### src/sv/hmt_pkg.sv
package hmt_pkg;

    // Table size and the width of an entry count (holds 0..TABLE_DEPTH)
    localparam int TABLE_DEPTH = 32;
    localparam int CNT_W       = $clog2(TABLE_DEPTH + 1);

    // Fixed field widths
    localparam int ID_W    = 16;
    localparam int PORT_W  = 16;
    localparam int HB_W    = 32;
    localparam int TIME_W  = 32;
    localparam int ACT_W   = 2;
    localparam int KIND_W  = 3;
    localparam int COUNT_W = 6;
    localparam int CFG_W   = 16;
    localparam int CFG_IDX_W = 2;

    // Configuration register indexes
    localparam logic [CFG_IDX_W-1:0] REG_SELF_ID    = 2'd0;
    localparam logic [CFG_IDX_W-1:0] REG_SELF_PORT  = 2'd1;
    localparam logic [CFG_IDX_W-1:0] REG_FAIL_AGE   = 2'd2;
    localparam logic [CFG_IDX_W-1:0] REG_REMOVE_AGE = 2'd3;

    // Configuration reset values
    localparam logic [CFG_W-1:0] SELF_ID_RST    = 16'd0;
    localparam logic [CFG_W-1:0] SELF_PORT_RST  = 16'd0;
    localparam logic [CFG_W-1:0] FAIL_AGE_RST   = 16'd5;
    localparam logic [CFG_W-1:0] REMOVE_AGE_RST = 16'd20;

    typedef enum logic [ACT_W-1:0] {
        ACT_MERGE  = 2'd0,
        ACT_TICK   = 2'd1,
        ACT_GOSSIP = 2'd2
    } action_t;

    typedef enum logic [KIND_W-1:0] {
        KIND_UPDATED   = 3'd0,
        KIND_UNCHANGED = 3'd1,
        KIND_ADDED     = 3'd2,
        KIND_SELF      = 3'd3,
        KIND_FULL      = 3'd4,
        KIND_REMOVED   = 3'd5,
        KIND_GOSSIP    = 3'd6,
        KIND_TICK_DONE = 3'd7
    } kind_t;

    typedef enum logic [1:0] {
        ST_IDLE,
        ST_SWEEP,
        ST_SCAN,
        ST_FINAL
    } state_t;

    // Operation applied to the ring of cells in one cycle
    typedef enum logic [1:0] {
        RING_HOLD,
        RING_ROT,
        RING_DROP,
        RING_APPEND
    } ring_op_t;

    // Source selected by one cell
    typedef enum logic [1:0] {
        CELL_HOLD,
        CELL_NEXT,
        CELL_FEED,
        CELL_NEW
    } cell_sel_t;

    typedef struct packed {
        logic [ID_W-1:0]   id;
        logic [PORT_W-1:0] port;
        logic [HB_W-1:0]   hb;
        logic [TIME_W-1:0] tm;
    } entry_t;

    typedef struct packed {
        logic [CFG_W-1:0] self_id;
        logic [CFG_W-1:0] self_port;
        logic [CFG_W-1:0] fail_age;
        logic [CFG_W-1:0] remove_age;
    } cfg_t;

    // Ring control from the sequencer to the cells
    typedef struct packed {
        ring_op_t         op;
        logic [CNT_W-1:0] pos;
        entry_t           feed;
        entry_t           fresh;
    } ring_ctl_t;

endpackage

### src/sv/hmt_cell.sv
module hmt_cell (
    input  logic               clk,
    input  hmt_pkg::cell_sel_t sel,
    input  hmt_pkg::entry_t    next_ent,
    input  hmt_pkg::entry_t    feed_ent,
    input  hmt_pkg::entry_t    new_ent,
    output hmt_pkg::entry_t    ent
);
    import hmt_pkg::*;

    entry_t ent_reg;
    entry_t ent_next;

    // Pick the source for this cell
    always_comb
    begin
        case (sel)
            CELL_NEXT: ent_next = next_ent;
            CELL_FEED: ent_next = feed_ent;
            CELL_NEW:  ent_next = new_ent;
            default:   ent_next = ent_reg;
        endcase
    end

    // Hold the entry
    always_ff @(posedge clk)
    begin
        ent_reg <= ent_next;
    end

    assign ent = ent_reg;

endmodule

### config.mk
export PLATFORM = sky130hd
export DESIGN_NAME = hmt_cell
export DESIGN_NICKNAME = d
export VERILOG_FILES = /design/src/sv/hmt_pkg.sv /design/src/sv/hmt_cell.sv
export SDC_FILE = /design/constraint.sdc
export NUM_CORES = 1
export LEC_CHECK = 0
export CAP_MARGIN = 0
export CORE_AREA = 8 8 144 146
export CTS_CLUSTER_DIAMETER = 50
export DETAILED_ROUTE_END_ITERATION = 16
export DIE_AREA = 0 0 152 154
export DONT_BUFFER_PORTS = 1
export SETUP_SLACK_MARGIN = 0.5
export SYNTH_ARGS = -nofsm -noshare
export SYNTH_HDL_FRONTEND = slang
export SYNTH_SLANG_ARGS = --single-unit
### constraint.sdc
create_clock -name clk -period 3 [get_ports clk]
set_clock_uncertainty 0.1 [all_clocks]
set_input_delay 0.3 -clock clk [delete_from_list [all_inputs] [get_ports clk]]
set_output_delay 0.3 -clock clk [all_outputs]
set_load 0.03 [all_outputs]
# Yosys cells after proc, flatten, opt, wreduce, memory -nomap -nowiden
# Cells that the tools add are included.
# W data, S select, Z words.
[classes]
n_eq_ne = 3
n_mux = 1
n_reduce_logical = 1
[op_table]
columns = ["op", "count"]
rows = [
  ["$pmux W96 S3", 1],
  ["$eq A2 B2 Y1 const B", 2],
  ["$reduce_bool A3 Y1", 1],
  ["$eq A2 B1 Y1 const B", 1],
]
[word_totals]
reg_bits = 96
wordCells = 9

# Depth between registers and ports, before layout
[logic_depth]
word_depth = 2
depth_mapped = 5

# Worst setup path before layout
# No wires, ideal clock.
[synth_timing]
kind = "in2reg"
from = "input port sel[0]"
to = "register ent_reg (netlist bit ent[0]), enable pin"
setup_time_ps = 414
arrival_time_ps = 1946
setup_slack_ps = 540
cell_stages = 4
path_buffers = 3
path_cell_list = "buf_4 > buf_8 > buf_8 > or2_2"
[synth_between]
elab_chain_len = 2
elab_cells_between_ends = 4
classes_between = "3 x eq/ne; 1 x reduce/logical"
[synth_rtl]
columns = ["item", "line_no", "rtl"]
rows = [
  ["start: declaration", "hmt_cell.sv:3", "input hmt_pkg::cell_sel_t sel,"],
  ["$eq A2 B2 Y1 or $eq A2 B1 Y1 (tied branches)", "hmt_cell.sv:17", "case (sel)"],
  ["$reduce_bool A3 Y1 (no source line) (*)", "--", ""],
  ["end signal: assignment", "hmt_cell.sv:28", "ent_reg <= ent_next;"],
  ["end: declaration", "hmt_cell.sv:11", "entry_t ent_reg;"],
]
# Mark *: on every way between the ends. The rest lies on a longest branch, timed or not.
# A chain may end at the register's enable or synchronous reset.

# Worst setup path in the final report
[layout_timing]
from = "input port sel[1]"
to = "register ent_reg (netlist bit ent[48]), enable pin"
# The elaborated chain is that of the path after synthesis.

==> results.md <==
* Status: completed
* DRC violations left at 0
* Vias in the first global route at 3497
* Initial cell density of the core at 26.5%
* PD cells at 681 nW/um^2
* Clock slew seen by the registers of the worst setup and hold paths at 0.07 ns
* Part of the cycle the worst path needs at 46.1%
* Post-synth cell types at 10
* First-pass GRT wire length at 21800 um
* Post-DP HPWL at 11700 um
* Die Footprint at 23400 sq um
* Flops & latches, synth at 96
* Largest net degree at the start of global routing at 194
* Crit end category: flip-flop
* Post-Syn Area per Cell at 11.7 sq um
* Overflow after GRT at 0
* Family with the most delay on the worst path: simple AND/OR/NAND/NOR gates
* CP max FO at 193
* Post-synth top cells: a21oi_1, edfxtp_1, mux2i_1, nor2_1, clkbuf_1
* Cells along the critical path: or2_4, buf_12
* Critical Path RT at 2.91 ns
* HP Class: input pin to flip-flop
* Register area share after synthesis at 59.0%
* Share of the synthesized area in the top cell type at 59.0%
* Chip height at 154 um
* Ys Warns at 0
* TritonCTS clock tree: yes
* FMAX at 723 MHz
* CTS sink cnt at 96
* WL per Instance at 23.5 um
* # rows at 50
* Slowest cell on crit path: or2_4
* Total vias in the final route at 3199
* Worst VDD drop at 0.000240 V
* Iter 0 DRT Violations at 166
* Synth Cell Area at 4890 sq um
* Max_slew headroom at 60.2%
* H-tree lvl count at 3
* NumNets Final at 688
* Number of buffers created by CTS at 9
* Asr flop ratio synth at 0%
* Area of the core region at 18500 sq um
* CP Class: input pin to flip-flop
* Setup WS post-layout at 1.62 ns
* CTS root buf: clkbuf_16
* Post-CTS Setup Bufs at 0
* Leak pwr at 2.03 nW
* Gate Count Post-Synth at 417
* Worst Path Buf+Inv at 1
* IO Pins at 387
* Final Hold Viols at 0
* Worst slack at placement at 1.29 ns
* # port buffers at 0
* Synth area leaders: edfxtp_1, mux2i_1, a21oi_1, nor2_1, buf_8
* Initial antenna violation count at 1
* Layout cells sized above 1 at 3.76%
* Max cap viols at 0
* Top_reg_cell synth: edfxtp_1
* Least-Margin Pin Slew at 0.598 ns
* Setup violators final at 0
* Post-layout min period at 1.38 ns
* Pins Over Slew Limit at 0
* Syn Nets at 708
* Max reg flops at 96
* Setup tns final at 0 ns
* Yosys top cell by area: edfxtp_1
* RePlAce Congestion at 0.754
* Cts hold-fix bufs at 0
* CTS-repair resized insts at 0
* EDFF count, synth at 96
* Arrival time worst endpoint at 1.29 ns
* GRT Util Overall at 12.1%
* Crit path largest cell delay at 0.50 ns
* Layout area overhead at 9.49%
* Maximum clock path buffer count at 2
* Detailed Route WL at 14900 um
* 1st-pass router iterations at 4
* ANT nets after route at 0
* Vias per inst at 5.05
* RSZ-0062 raised after global routing: no
* Chip width at 152 um
* Nature of the critical path startpoint: input pin
power by group:
group	total (mW)	internal, mW	switching (mW)	leakage, nW
logic	0.216	0.113	0.104	0.899
clock network	1.35	0.885	0.464	0.167
registers	2.08	1.68	0.401	0.967
logic make-up (layout without fill, tap and decap cells):
logic type / Yosys count / after routing / share of synthesized area (%)
simple gates: 97 / 97 / 7.50
compound gates: 96 / 96 / 9.83
mux: 96 / 96 / 19.7
flops: 96 / 96 / 59.0
buf+inv: 32 / 14 / 4.07
other cells: 0 / 1 / 0
per-layer routing:
layer  up-vias  wire length [um]  GRT usage [%]
met5         -                 0              0
li1       1478                 -              -
met2       229              7820           21.5
met4         0               245           5.52
met1      1477              5300           11.9
met3        15              1500           5.69
worst paths after layout:
| kind | startpoint | end | depth (start not counted) |
|---|---|---|---|
| worst max-delay path | sel[1] | ent[48] | 2 |
| worst min-delay path | sel[1] | ent[1] | 1 |
final cells by class:
cell class,instances,area [sq um]
multi-input combinational,289,1810
fill,1835,13100
timing repair buffer,1,20.0
clock buffer,9,225
tap,234,293
clock inverter,4,120
sequential,96,2880
antenna,1,2.50
placed cells by master (no fill, tap or decap), drive strengths merged:
| cell | synthesis | routed |
|---|---|---|
| nor2 | 96 | 96 |
| bufinv | 0 | 4 |
| a21oi | 96 | 96 |
| or2 | 1 | 1 |
| diode | 0 | 1 |
| mux2i | 96 | 96 |
| edfxtp | 96 | 96 |
| buf | 18 | 1 |
| clkbuf | 14 | 9 |
through the flow:
stage	total power, mW	hold slack, ns	utilization (%)	cell area (sq um)	instances
after floorplan	2.31	0.430	-	4890	417
after global placement	2.33	0.428	27.1	5010	620
after detailed placement	2.34	0.427	27.1	5010	620
after CTS	3.72	0.0455	29.0	5350	633
after global routing	3.79	0.0562	29.0	5350	634
final	3.64	0.0860	29.0	5350	634
No activity file was read; power rests on OpenSTA's default activity.
