==> src/sv/hmt_pkg.sv <==
package hmt_pkg;

    // Table size and the width of an entry count (holds 0..TABLE_DEPTH)
    localparam int TABLE_DEPTH = 32;
    localparam int CNT_W       = $clog2(TABLE_DEPTH + 1);

    // Fixed field widths
    localparam int ID_W    = 16;
    localparam int PORT_W  = 16;
    localparam int HB_W    = 32;
    localparam int TIME_W  = 32;
    localparam int ACT_W   = 2;
    localparam int KIND_W  = 3;
    localparam int COUNT_W = 6;
    localparam int CFG_W   = 16;
    localparam int CFG_IDX_W = 2;

    // Configuration register indexes
    localparam logic [CFG_IDX_W-1:0] REG_SELF_ID    = 2'd0;
    localparam logic [CFG_IDX_W-1:0] REG_SELF_PORT  = 2'd1;
    localparam logic [CFG_IDX_W-1:0] REG_FAIL_AGE   = 2'd2;
    localparam logic [CFG_IDX_W-1:0] REG_REMOVE_AGE = 2'd3;

    // Configuration reset values
    localparam logic [CFG_W-1:0] SELF_ID_RST    = 16'd0;
    localparam logic [CFG_W-1:0] SELF_PORT_RST  = 16'd0;
    localparam logic [CFG_W-1:0] FAIL_AGE_RST   = 16'd5;
    localparam logic [CFG_W-1:0] REMOVE_AGE_RST = 16'd20;

    typedef enum logic [ACT_W-1:0] {
        ACT_MERGE  = 2'd0,
        ACT_TICK   = 2'd1,
        ACT_GOSSIP = 2'd2
    } action_t;

    typedef enum logic [KIND_W-1:0] {
        KIND_UPDATED   = 3'd0,
        KIND_UNCHANGED = 3'd1,
        KIND_ADDED     = 3'd2,
        KIND_SELF      = 3'd3,
        KIND_FULL      = 3'd4,
        KIND_REMOVED   = 3'd5,
        KIND_GOSSIP    = 3'd6,
        KIND_TICK_DONE = 3'd7
    } kind_t;

    typedef enum logic [1:0] {
        ST_IDLE,
        ST_SWEEP,
        ST_SCAN,
        ST_FINAL
    } state_t;

    // Operation applied to the ring of cells in one cycle
    typedef enum logic [1:0] {
        RING_HOLD,
        RING_ROT,
        RING_DROP,
        RING_APPEND
    } ring_op_t;

    // Source selected by one cell
    typedef enum logic [1:0] {
        CELL_HOLD,
        CELL_NEXT,
        CELL_FEED,
        CELL_NEW
    } cell_sel_t;

    typedef struct packed {
        logic [ID_W-1:0]   id;
        logic [PORT_W-1:0] port;
        logic [HB_W-1:0]   hb;
        logic [TIME_W-1:0] tm;
    } entry_t;

    typedef struct packed {
        logic [CFG_W-1:0] self_id;
        logic [CFG_W-1:0] self_port;
        logic [CFG_W-1:0] fail_age;
        logic [CFG_W-1:0] remove_age;
    } cfg_t;

    // Ring control from the sequencer to the cells
    typedef struct packed {
        ring_op_t         op;
        logic [CNT_W-1:0] pos;
        entry_t           feed;
        entry_t           fresh;
    } ring_ctl_t;

endpackage

==> src/sv/hmt_ctrl.sv <==
module hmt_ctrl (
    input  logic                          clk,
    input  logic                          rst_n,
    input  hmt_pkg::cfg_t                 cfg,
    input  hmt_pkg::entry_t               head,
    input  logic                          item_valid,
    output logic                          item_ready,
    input  logic [hmt_pkg::ACT_W-1:0]     action,
    input  logic [hmt_pkg::ID_W-1:0]      entry_id,
    input  logic [hmt_pkg::PORT_W-1:0]    entry_port,
    input  logic [hmt_pkg::HB_W-1:0]      entry_heartbeat,
    input  logic [hmt_pkg::TIME_W-1:0]    entry_time,
    input  logic [hmt_pkg::TIME_W-1:0]    now,
    output logic                          result_valid,
    input  logic                          result_ready,
    output logic [hmt_pkg::KIND_W-1:0]    kind,
    output logic [hmt_pkg::ID_W-1:0]      peer_id,
    output logic [hmt_pkg::PORT_W-1:0]    peer_port,
    output logic [hmt_pkg::HB_W-1:0]      peer_heartbeat,
    output logic [hmt_pkg::TIME_W-1:0]    peer_time,
    output logic [hmt_pkg::COUNT_W-1:0]   table_count,
    output logic                          last,
    output hmt_pkg::ring_ctl_t            ring
);
    import hmt_pkg::*;

    state_t             state_reg, state_next;
    logic [ACT_W-1:0]   act_reg, act_next;
    logic [ID_W-1:0]    eid_reg, eid_next;
    logic [PORT_W-1:0]  eport_reg, eport_next;
    logic [HB_W-1:0]    ehb_reg, ehb_next;
    logic [TIME_W-1:0]  etime_reg, etime_next;
    logic [TIME_W-1:0]  now_reg, now_next;
    logic [CNT_W-1:0]   rem_reg, rem_next;
    logic [CNT_W-1:0]   bnd_reg, bnd_next;
    logic [CNT_W-1:0]   cnt_reg, cnt_next;
    logic [CNT_W-1:0]   keep_reg, keep_next;
    logic               found_reg, found_next;
    kind_t              res_kind_reg, res_kind_next;
    entry_t             res_ent_reg, res_ent_next;
    logic [HB_W-1:0]    own_hb_reg, own_hb_next;

    logic               out_valid_reg;
    kind_t              out_kind_reg;
    entry_t             out_ent_reg;
    logic [CNT_W-1:0]   out_cnt_reg;
    logic               out_last_reg;

    logic               load;
    kind_t              load_kind;
    entry_t             load_ent;
    logic [CNT_W-1:0]   load_cnt;
    logic               load_last;

    logic [TIME_W-1:0]  age;
    logic               age_fresh;
    logic               age_live;
    logic               match;
    logic               raise;
    logic               is_self;
    logic               full;
    logic               out_free;
    logic               emit;
    logic               step;
    entry_t             fresh;
    entry_t             self_ent;
    entry_t             upd_ent;

    // Evaluate the entry at the head of the ring
    assign age       = now_reg - head.tm;
    assign age_fresh = age <= {{(TIME_W-CFG_W){1'b0}}, cfg.fail_age};
    assign age_live  = age < {{(TIME_W-CFG_W){1'b0}}, cfg.remove_age};
    assign match     = (head.id == eid_reg) && (head.port == eport_reg);
    assign raise     = ehb_reg > head.hb;
    assign is_self   = (eid_reg == cfg.self_id) && (eport_reg == cfg.self_port);
    assign full      = cnt_reg == CNT_W'(TABLE_DEPTH);
    assign out_free  = !out_valid_reg || result_ready;

    assign fresh     = '{id: eid_reg, port: eport_reg, hb: ehb_reg, tm: etime_reg};
    assign self_ent  = '{id: cfg.self_id, port: cfg.self_port, hb: own_hb_reg, tm: now_reg};
    assign upd_ent   = '{id: head.id, port: head.port, hb: ehb_reg, tm: now_reg};

    assign item_ready = state_reg == ST_IDLE;

    // Sequence one word through the ring
    always_comb
    begin
        state_next    = state_reg;
        act_next      = act_reg;
        eid_next      = eid_reg;
        eport_next    = eport_reg;
        ehb_next      = ehb_reg;
        etime_next    = etime_reg;
        now_next      = now_reg;
        rem_next      = rem_reg;
        bnd_next      = bnd_reg;
        cnt_next      = cnt_reg;
        keep_next     = keep_reg;
        found_next    = found_reg;
        res_kind_next = res_kind_reg;
        res_ent_next  = res_ent_reg;
        own_hb_next   = own_hb_reg;

        ring.op    = RING_HOLD;
        ring.pos   = bnd_reg;
        ring.feed  = head;
        ring.fresh = fresh;

        emit      = 1'b0;
        step      = 1'b0;
        load      = 1'b0;
        load_kind = KIND_GOSSIP;
        load_ent  = head;
        load_cnt  = cnt_reg;
        load_last = 1'b0;

        case (state_reg)
            ST_IDLE:
            begin
                if (item_valid)
                begin
                    act_next   = action;
                    eid_next   = entry_id;
                    eport_next = entry_port;
                    ehb_next   = entry_heartbeat;
                    etime_next = entry_time;
                    now_next   = now;
                    rem_next   = cnt_reg;
                    bnd_next   = cnt_reg;
                    found_next = 1'b0;
                    keep_next  = '0;
                    case (action)
                        ACT_MERGE, ACT_GOSSIP:
                        begin
                            state_next = (cnt_reg == '0) ? ST_FINAL : ST_SCAN;
                        end
                        ACT_TICK:
                        begin
                            own_hb_next = own_hb_reg + 1'b1;
                            state_next  = (cnt_reg == '0) ? ST_FINAL : ST_SWEEP;
                        end
                        default:
                        begin
                            state_next = ST_IDLE;
                        end
                    endcase
                end
            end

            ST_SWEEP:
            begin
                // Count the entries that survive the tick
                ring.op = RING_ROT;
                if (age_live)
                begin
                    keep_next = keep_reg + 1'b1;
                end
                rem_next = rem_reg - 1'b1;
                if (rem_reg == CNT_W'(1))
                begin
                    rem_next   = cnt_reg;
                    bnd_next   = cnt_reg;
                    state_next = ST_SCAN;
                end
            end

            ST_SCAN:
            begin
                case (act_reg)
                    ACT_MERGE:
                    begin
                        step = 1'b1;
                        if (match && !found_reg)
                        begin
                            found_next = 1'b1;
                            if (raise)
                            begin
                                ring.feed     = upd_ent;
                                res_kind_next = KIND_UPDATED;
                                res_ent_next  = upd_ent;
                            end
                            else
                            begin
                                res_kind_next = KIND_UNCHANGED;
                                res_ent_next  = head;
                            end
                        end
                        ring.op = RING_ROT;
                    end
                    ACT_TICK:
                    begin
                        emit      = !age_live;
                        load_kind = KIND_REMOVED;
                        load_cnt  = keep_reg;
                        step      = !emit || out_free;
                        if (step)
                        begin
                            ring.op = emit ? RING_DROP : RING_ROT;
                            if (emit)
                            begin
                                bnd_next = bnd_reg - 1'b1;
                            end
                        end
                    end
                    ACT_GOSSIP:
                    begin
                        emit      = age_fresh;
                        load_kind = KIND_GOSSIP;
                        step      = !emit || out_free;
                        if (step)
                        begin
                            ring.op = RING_ROT;
                        end
                    end
                    default:
                    begin
                        step = 1'b1;
                    end
                endcase
                load = emit && step;
                if (step)
                begin
                    rem_next = rem_reg - 1'b1;
                    if (rem_reg == CNT_W'(1))
                    begin
                        state_next = ST_FINAL;
                    end
                end
            end

            ST_FINAL:
            begin
                if (out_free)
                begin
                    load       = 1'b1;
                    load_last  = 1'b1;
                    state_next = ST_IDLE;
                    case (act_reg)
                        ACT_MERGE:
                        begin
                            if (found_reg)
                            begin
                                load_kind = res_kind_reg;
                                load_ent  = res_ent_reg;
                            end
                            else if (is_self)
                            begin
                                load_kind = KIND_SELF;
                                load_ent  = fresh;
                            end
                            else if (full)
                            begin
                                load_kind = KIND_FULL;
                                load_ent  = fresh;
                            end
                            else
                            begin
                                // Append at the first free cell
                                ring.op   = RING_APPEND;
                                ring.pos  = cnt_reg;
                                cnt_next  = cnt_reg + 1'b1;
                                load_kind = KIND_ADDED;
                                load_ent  = fresh;
                                load_cnt  = cnt_reg + 1'b1;
                            end
                        end
                        ACT_TICK:
                        begin
                            cnt_next  = keep_reg;
                            load_kind = KIND_TICK_DONE;
                            load_ent  = self_ent;
                            load_cnt  = keep_reg;
                        end
                        ACT_GOSSIP:
                        begin
                            load_kind = KIND_GOSSIP;
                            load_ent  = self_ent;
                        end
                        default:
                        begin
                            load = 1'b0;
                        end
                    endcase
                end
            end

            default:
            begin
                state_next = ST_IDLE;
            end
        endcase
    end

    // Advance control state
    always_ff @(posedge clk or negedge rst_n)
    begin
        if (!rst_n)
        begin
            state_reg  <= ST_IDLE;
            rem_reg    <= '0;
            bnd_reg    <= '0;
            cnt_reg    <= '0;
            keep_reg   <= '0;
            found_reg  <= 1'b0;
            own_hb_reg <= '0;
        end
        else
        begin
            state_reg  <= state_next;
            rem_reg    <= rem_next;
            bnd_reg    <= bnd_next;
            cnt_reg    <= cnt_next;
            keep_reg   <= keep_next;
            found_reg  <= found_next;
            own_hb_reg <= own_hb_next;
        end
    end

    // Hold the captured word and the merge hit
    always_ff @(posedge clk)
    begin
        act_reg      <= act_next;
        eid_reg      <= eid_next;
        eport_reg    <= eport_next;
        ehb_reg      <= ehb_next;
        etime_reg    <= etime_next;
        now_reg      <= now_next;
        res_kind_reg <= res_kind_next;
        res_ent_reg  <= res_ent_next;
    end

    // Output register: load a result, drop it once taken
    always_ff @(posedge clk or negedge rst_n)
    begin
        if (!rst_n)
        begin
            out_valid_reg <= 1'b0;
        end
        else if (load)
        begin
            out_valid_reg <= 1'b1;
        end
        else if (result_ready)
        begin
            out_valid_reg <= 1'b0;
        end
    end

    always_ff @(posedge clk)
    begin
        if (load)
        begin
            out_kind_reg <= load_kind;
            out_ent_reg  <= load_ent;
            out_cnt_reg  <= load_cnt;
            out_last_reg <= load_last;
        end
    end

    assign result_valid   = out_valid_reg;
    assign kind           = out_kind_reg;
    assign peer_id        = out_ent_reg.id;
    assign peer_port      = out_ent_reg.port;
    assign peer_heartbeat = out_ent_reg.hb;
    assign peer_time      = out_ent_reg.tm;
    assign table_count    = COUNT_W'(out_cnt_reg);
    assign last           = out_last_reg;

endmodule
==> config.mk <==
export PLATFORM = sky130hd
export DESIGN_NAME = hmt_ctrl
export DESIGN_NICKNAME = d
export VERILOG_FILES = /design/src/sv/hmt_pkg.sv /design/src/sv/hmt_ctrl.sv
export SDC_FILE = /design/constraint.sdc
export NUM_CORES = 1
export LEC_CHECK = 0
export ABC_CLOCK_PERIOD_IN_PS = 15800
export BUFFER_PORTS_ARGS = -buffer_cell sky130_fd_sc_hd__buf_2
export CAP_MARGIN = 0
export CORE_AREA = 2 2 235 237
export CTS_CLUSTER_SIZE = 28
export DETAILED_ROUTE_END_ITERATION = 8
export DIE_AREA = 0 0 237 239
export GPL_ROUTABILITY_DRIVEN = 0
export PLACE_DENSITY = 0.66
export SLEW_MARGIN = 20
export SYNTH_ARGS = -nofsm -noshare
export SYNTH_HDL_FRONTEND = slang
export SYNTH_SLANG_ARGS = --single-unit
==> constraint.sdc <==
create_clock -name clk -period 15.8 [get_ports clk]
set_clock_uncertainty 0.15 [all_clocks]
set_input_delay 3.16 -clock clk [delete_from_list [all_inputs] [get_ports clk]]
set_output_delay 3.16 -clock clk [all_outputs]
set_load 0.05 [all_outputs]
# [Word-level counts from Yosys, hierarchy flattened]
# Index checks and enable logic that the tools add are counted.
[totals] regBits=395 output_inout_bits=308 wordCells=158
[op_classes] eq_ne=24 reduce_logical=30 magnitude_cmp=3 add_sub_neg=6 muxes=69
[op_table] op="$mux W96" count=3
[op_table] op="$mux W64" count=4
[op_table] op="$pmux W96 S2" count=1
[op_table] op="$mux W6" count=15
[op_table] op="$eq A16 B16 Y1" count=4
[op_table] op="$mux W8" count=5
[op_table] op="$pmux W6 S2" count=3
[op_table] op="$pmux W6 S3" count=2
[op_table] op="$add A32 B1 Y32 const B" count=1
[op_table] op="$gt A32 B32 Y1" count=1
[op_table] op="$le A32 B16 Y1" count=1
[op_table] op="$lt A32 B16 Y1" count=1
[op_table] op="$sub A32 B32 Y32" count=1
[op_table] op="$mux W2" count=9
[op_table] op="$ne A2 B2 Y1 const B" count=8
[op_table] op="$mux W1" count=13
[op_table] op="$add A6 B1 Y6 const B" count=2
[op_table] op="$mux W3" count=4
[op_table] op="$pmux W2 S3" count=2
[op_table] op="$pmux W3 S2" count=2
[op_table] op="$reduce_and A3 Y1" count=4
[op_table] op="$sub A6 B1 Y6 const B" count=2
[op_table] op="$eq A2 B2 Y1 const B" count=4
[op_table] op="$pmux W1 S2" count=4
[op_table] op="other kinds (19)" count=36

# [Depth between registers and ports, before layout]
[depth] depth_word=9 depth_mapped=20

# [Worst setup path before layout]
# Ideal clock, no wire load.
[synth_path] kind="input -> register" startpoint="input port head[88] (netlist name)" endpoint="register res_ent_reg[0] (netlist name) (enable)" stages=4 slack_ns=1.926 t_arrival_ns=12.934 cell_sequence="xor2_1 nor4_1 nand2_1 nor4_1"
[synth_between] elab_chain_cells=4
[synth_lines] item="start, declared" line_no="hmt_ctrl.sv:5" text="input hmt_pkg::entry_t head,"
[synth_lines] item="$eq A16 B16 Y1" line_no="hmt_ctrl.sv:73" text="assign match = (head.id == eid_reg) && (head.port == eport_reg);"
[synth_lines] item="$logic_and A1 B1 Y1" line_no="hmt_ctrl.sv:73"
[synth_lines] item="$logic_and A1 B1 Y1" line_no="hmt_ctrl.sv:173" text="if (match && !found_reg)"
[synth_lines] item="$reduce_and A3 Y1 (no source line)"
[synth_lines] item="end signal, assigned" line_no="hmt_ctrl.sv:329" text="res_ent_reg <= res_ent_next;"
[synth_lines] item="end, declared" line_no="hmt_ctrl.sv:40" text="entry_t res_ent_reg, res_ent_next;"
# Every way passes these cells.
# A chain may end at the register's enable or synchronous reset.

==> out/metrics.cfg <==
[outcome]
status=finished clean

[power_and_ir_drop]
power_w=0.00441
leakage_nw=11.5
powerDensity_nw_per_um2=159
p_sw_share_pct=42.7
ir_drop_mv=0.102
p_seq_share_pct=34.4
p_sw_w=0.00188
pwr-share-clk_pct=24.9
combPwrFrac_pct=40.7
internal-power_w=0.00253

[die]
ios=602
dieArea_sq_um=56600
rows=86
initial_utilization_pct=42.1
die_h_um=239
core-area_sq_um=54300
chipWidth_um=237

[yosys]
synth_top_area_share_pct=43.7
ys_warn_count=0
yosysMostFrequentCell=edfxtp_1
post-synth-top-area-cell=edfxtp_1
syn_area_sq_um=22900
postSynthCellCount=1971
synthFlopType=edfxtp_1
synth.avg_cell_area_sq_um=11.6
ys_seq_area_share_pct=50.3
synth_edf_count=333
async_flop_share_pct=15.3
synth_common_cells=edfxtp_1 (333), mux2_2 (217), nor2_1 (146)
ys_types=95
synth_fp_nets=2376
synth.area.top_cells=edfxtp_1 (44%), mux2_2 (11%), dfrtp_1 (6.6%), ha_1 (6.0%), a221oi_1 (3.7%)
yosys_register_bits=393

[critical_path]
crit_arrival_ps=7630
crit_fanout=4
critPathLaunchType=input port
endpoint_kind=output port
cp.required_ps=12490
path_class=in2out

[clock_network]
cts_buffers=46
clockBufferDepth=3
postCtsSetupBuffers=0
cts_tree=done
cts-root-buf=clkbuf_16
clock-sinks=393
ctsHtreeMaxLevel=2
cts_hold_buf=0
ctsResizeCount=0
clkTransAtPathRegs_ps=60
clk_latency_ps=610

[place]
dpl.hpwl_um=53700
port_buffers=601
dp_cells=3164

[timing]
worst_hold_slack_ps=323
fin_setup_tns_ps=0
tightest_slew_ps=1130
rsz0062_at_grt=no
max_freq_ghz=0.0914
timing.final.crit_share_pct=69.3
slew_viol_final=0
relSlewSlack_pct=24.4
setup_violations=0
finalHoldViolations=0
fin_crit_ps=10940

[min_path]
hp-class=reg2reg

[routing]
drt_iter0_drc=1496
vias=18649
wirelength_um=73500
drc=0
wl_per_cell_um=22.6
avgViaCountPerCell=5.74
drt_pass1_iterations=5
postRouteAntennaNets=0

[layout]
drive_gt1_share_pct=37.1
finish.utilization_pct=51.2
stdcell_count=3251
largest_reg_flops=96
nets=2913
area_growth_pct=21.7

[grt]
grt_start_max_net_pins=84
grt_pass1_wl_um=110000
grt_pass1_vias=18194
grt_use_total_pct=25.1
antenna_found_initial=3
grt_overflow=0

[run]
max-cap-violations=0

## per-stage QoR
| step | setup slack, ps | cell area (sq um) |
|---|---|---|
| detailed placement | 4980 | 26300 |
| global route | 4590 | 27800 |
| floorplan | 1930 | 22900 |
| global placement | 5070 | 26300 |
| finish | 4860 | 27800 |
| CTS | 4980 | 27800 |
## metal layers
layer,routed length [um],vias up,part of all wire (%),global-route usage [%]
met1,31600,9185,43,34.7
met3,5470,102,7.4,4.27
met2,35200,872,48,41.4
li1,-,8486,-,-
met4,1150,4,1.6,5.14
met5,29,-,0.039,0
## power by group through the flow
stage	clock, W	combinational, W	sequential [W]
2_1_floorplan	0	0.000934	0.00188
3_3_place_gp	0	0.00175	0.00153
3_5_place_dp	0	0.00178	0.00153
4_1_cts	0.00112	0.00179	0.00152
5_1_grt	0.00116	0.00192	0.00154
6_report	0.00110	0.00180	0.00152
## path summary, 6_finish.rpt
kind | from | end | slack (ps) | cells past startpoint
min | own_hb_reg[31] | own_hb_reg[31] | 320 | 1
max reg2reg | now_reg[0] | peer_port[13] | 9220 | 19
min reg2reg | own_hb_reg[31] | own_hb_reg[31] | 320 | 1
max in group asynchronous | rst_n | found_reg | 12250 | 2
min in group asynchronous | rst_n | bnd_reg[3] | 2590 | 2
max | head[0] | ring[198] | 4860 | 18
## cells in the final DEF (no fill, tap or decap), types with 29 or more instances in the layout
master and instances:
o21ai_0 51, buf_2 601, dfrtp_1 59, edfxtp_1 333, a21oi_1 129, xnor2_1 79
nand4_1 40, nand2_1 99, inv_1 121, nand3_1 30, ha_1 109, nor2_1 144
mux2_2 217, xor2_1 33, a21o_1 29, a221oi_1 96, clkbuf_16 46
## layout make-up
| cell class | instances | area, sq um |
|---|---|---|
| antenna | 1 | 2.50 |
| clock buffer | 63 | 1280 |
| clock inverter | 23 | 263 |
| fill | 4834 | 26500 |
| inverter | 123 | 467 |
| multi-input combinational | 1330 | 10300 |
| sequential | 393 | 11500 |
| tap | 704 | 881 |
| timing repair buffer | 614 | 3110 |
## critical path, stage by stage
cell and delay (ps):
buf_2 120, ha_1 220, fa_1 440, nand2b_1 190, a21oi_1 290, nor2_1 120
o21ai_0 330, a31oi_1 150, xnor2_1 190, ha_1 340, nand4_1 140, nor4_1 310
nor2_1 70, a31o_2 250, a41oi_1 440, o311ai_0 200, a31oi_1 320, buf_2 330
## kinds of logic after synthesis
kind of cell / share of synthesized area, %
xor+xnor: 4.29
simple gates: 9.04
compound gates: 13.7
fa+ha+maj: 6.11
flops: 50.3
mux: 11.7
buf+inv: 4.86
Note: power is estimated with default switching activity, not from simulation.
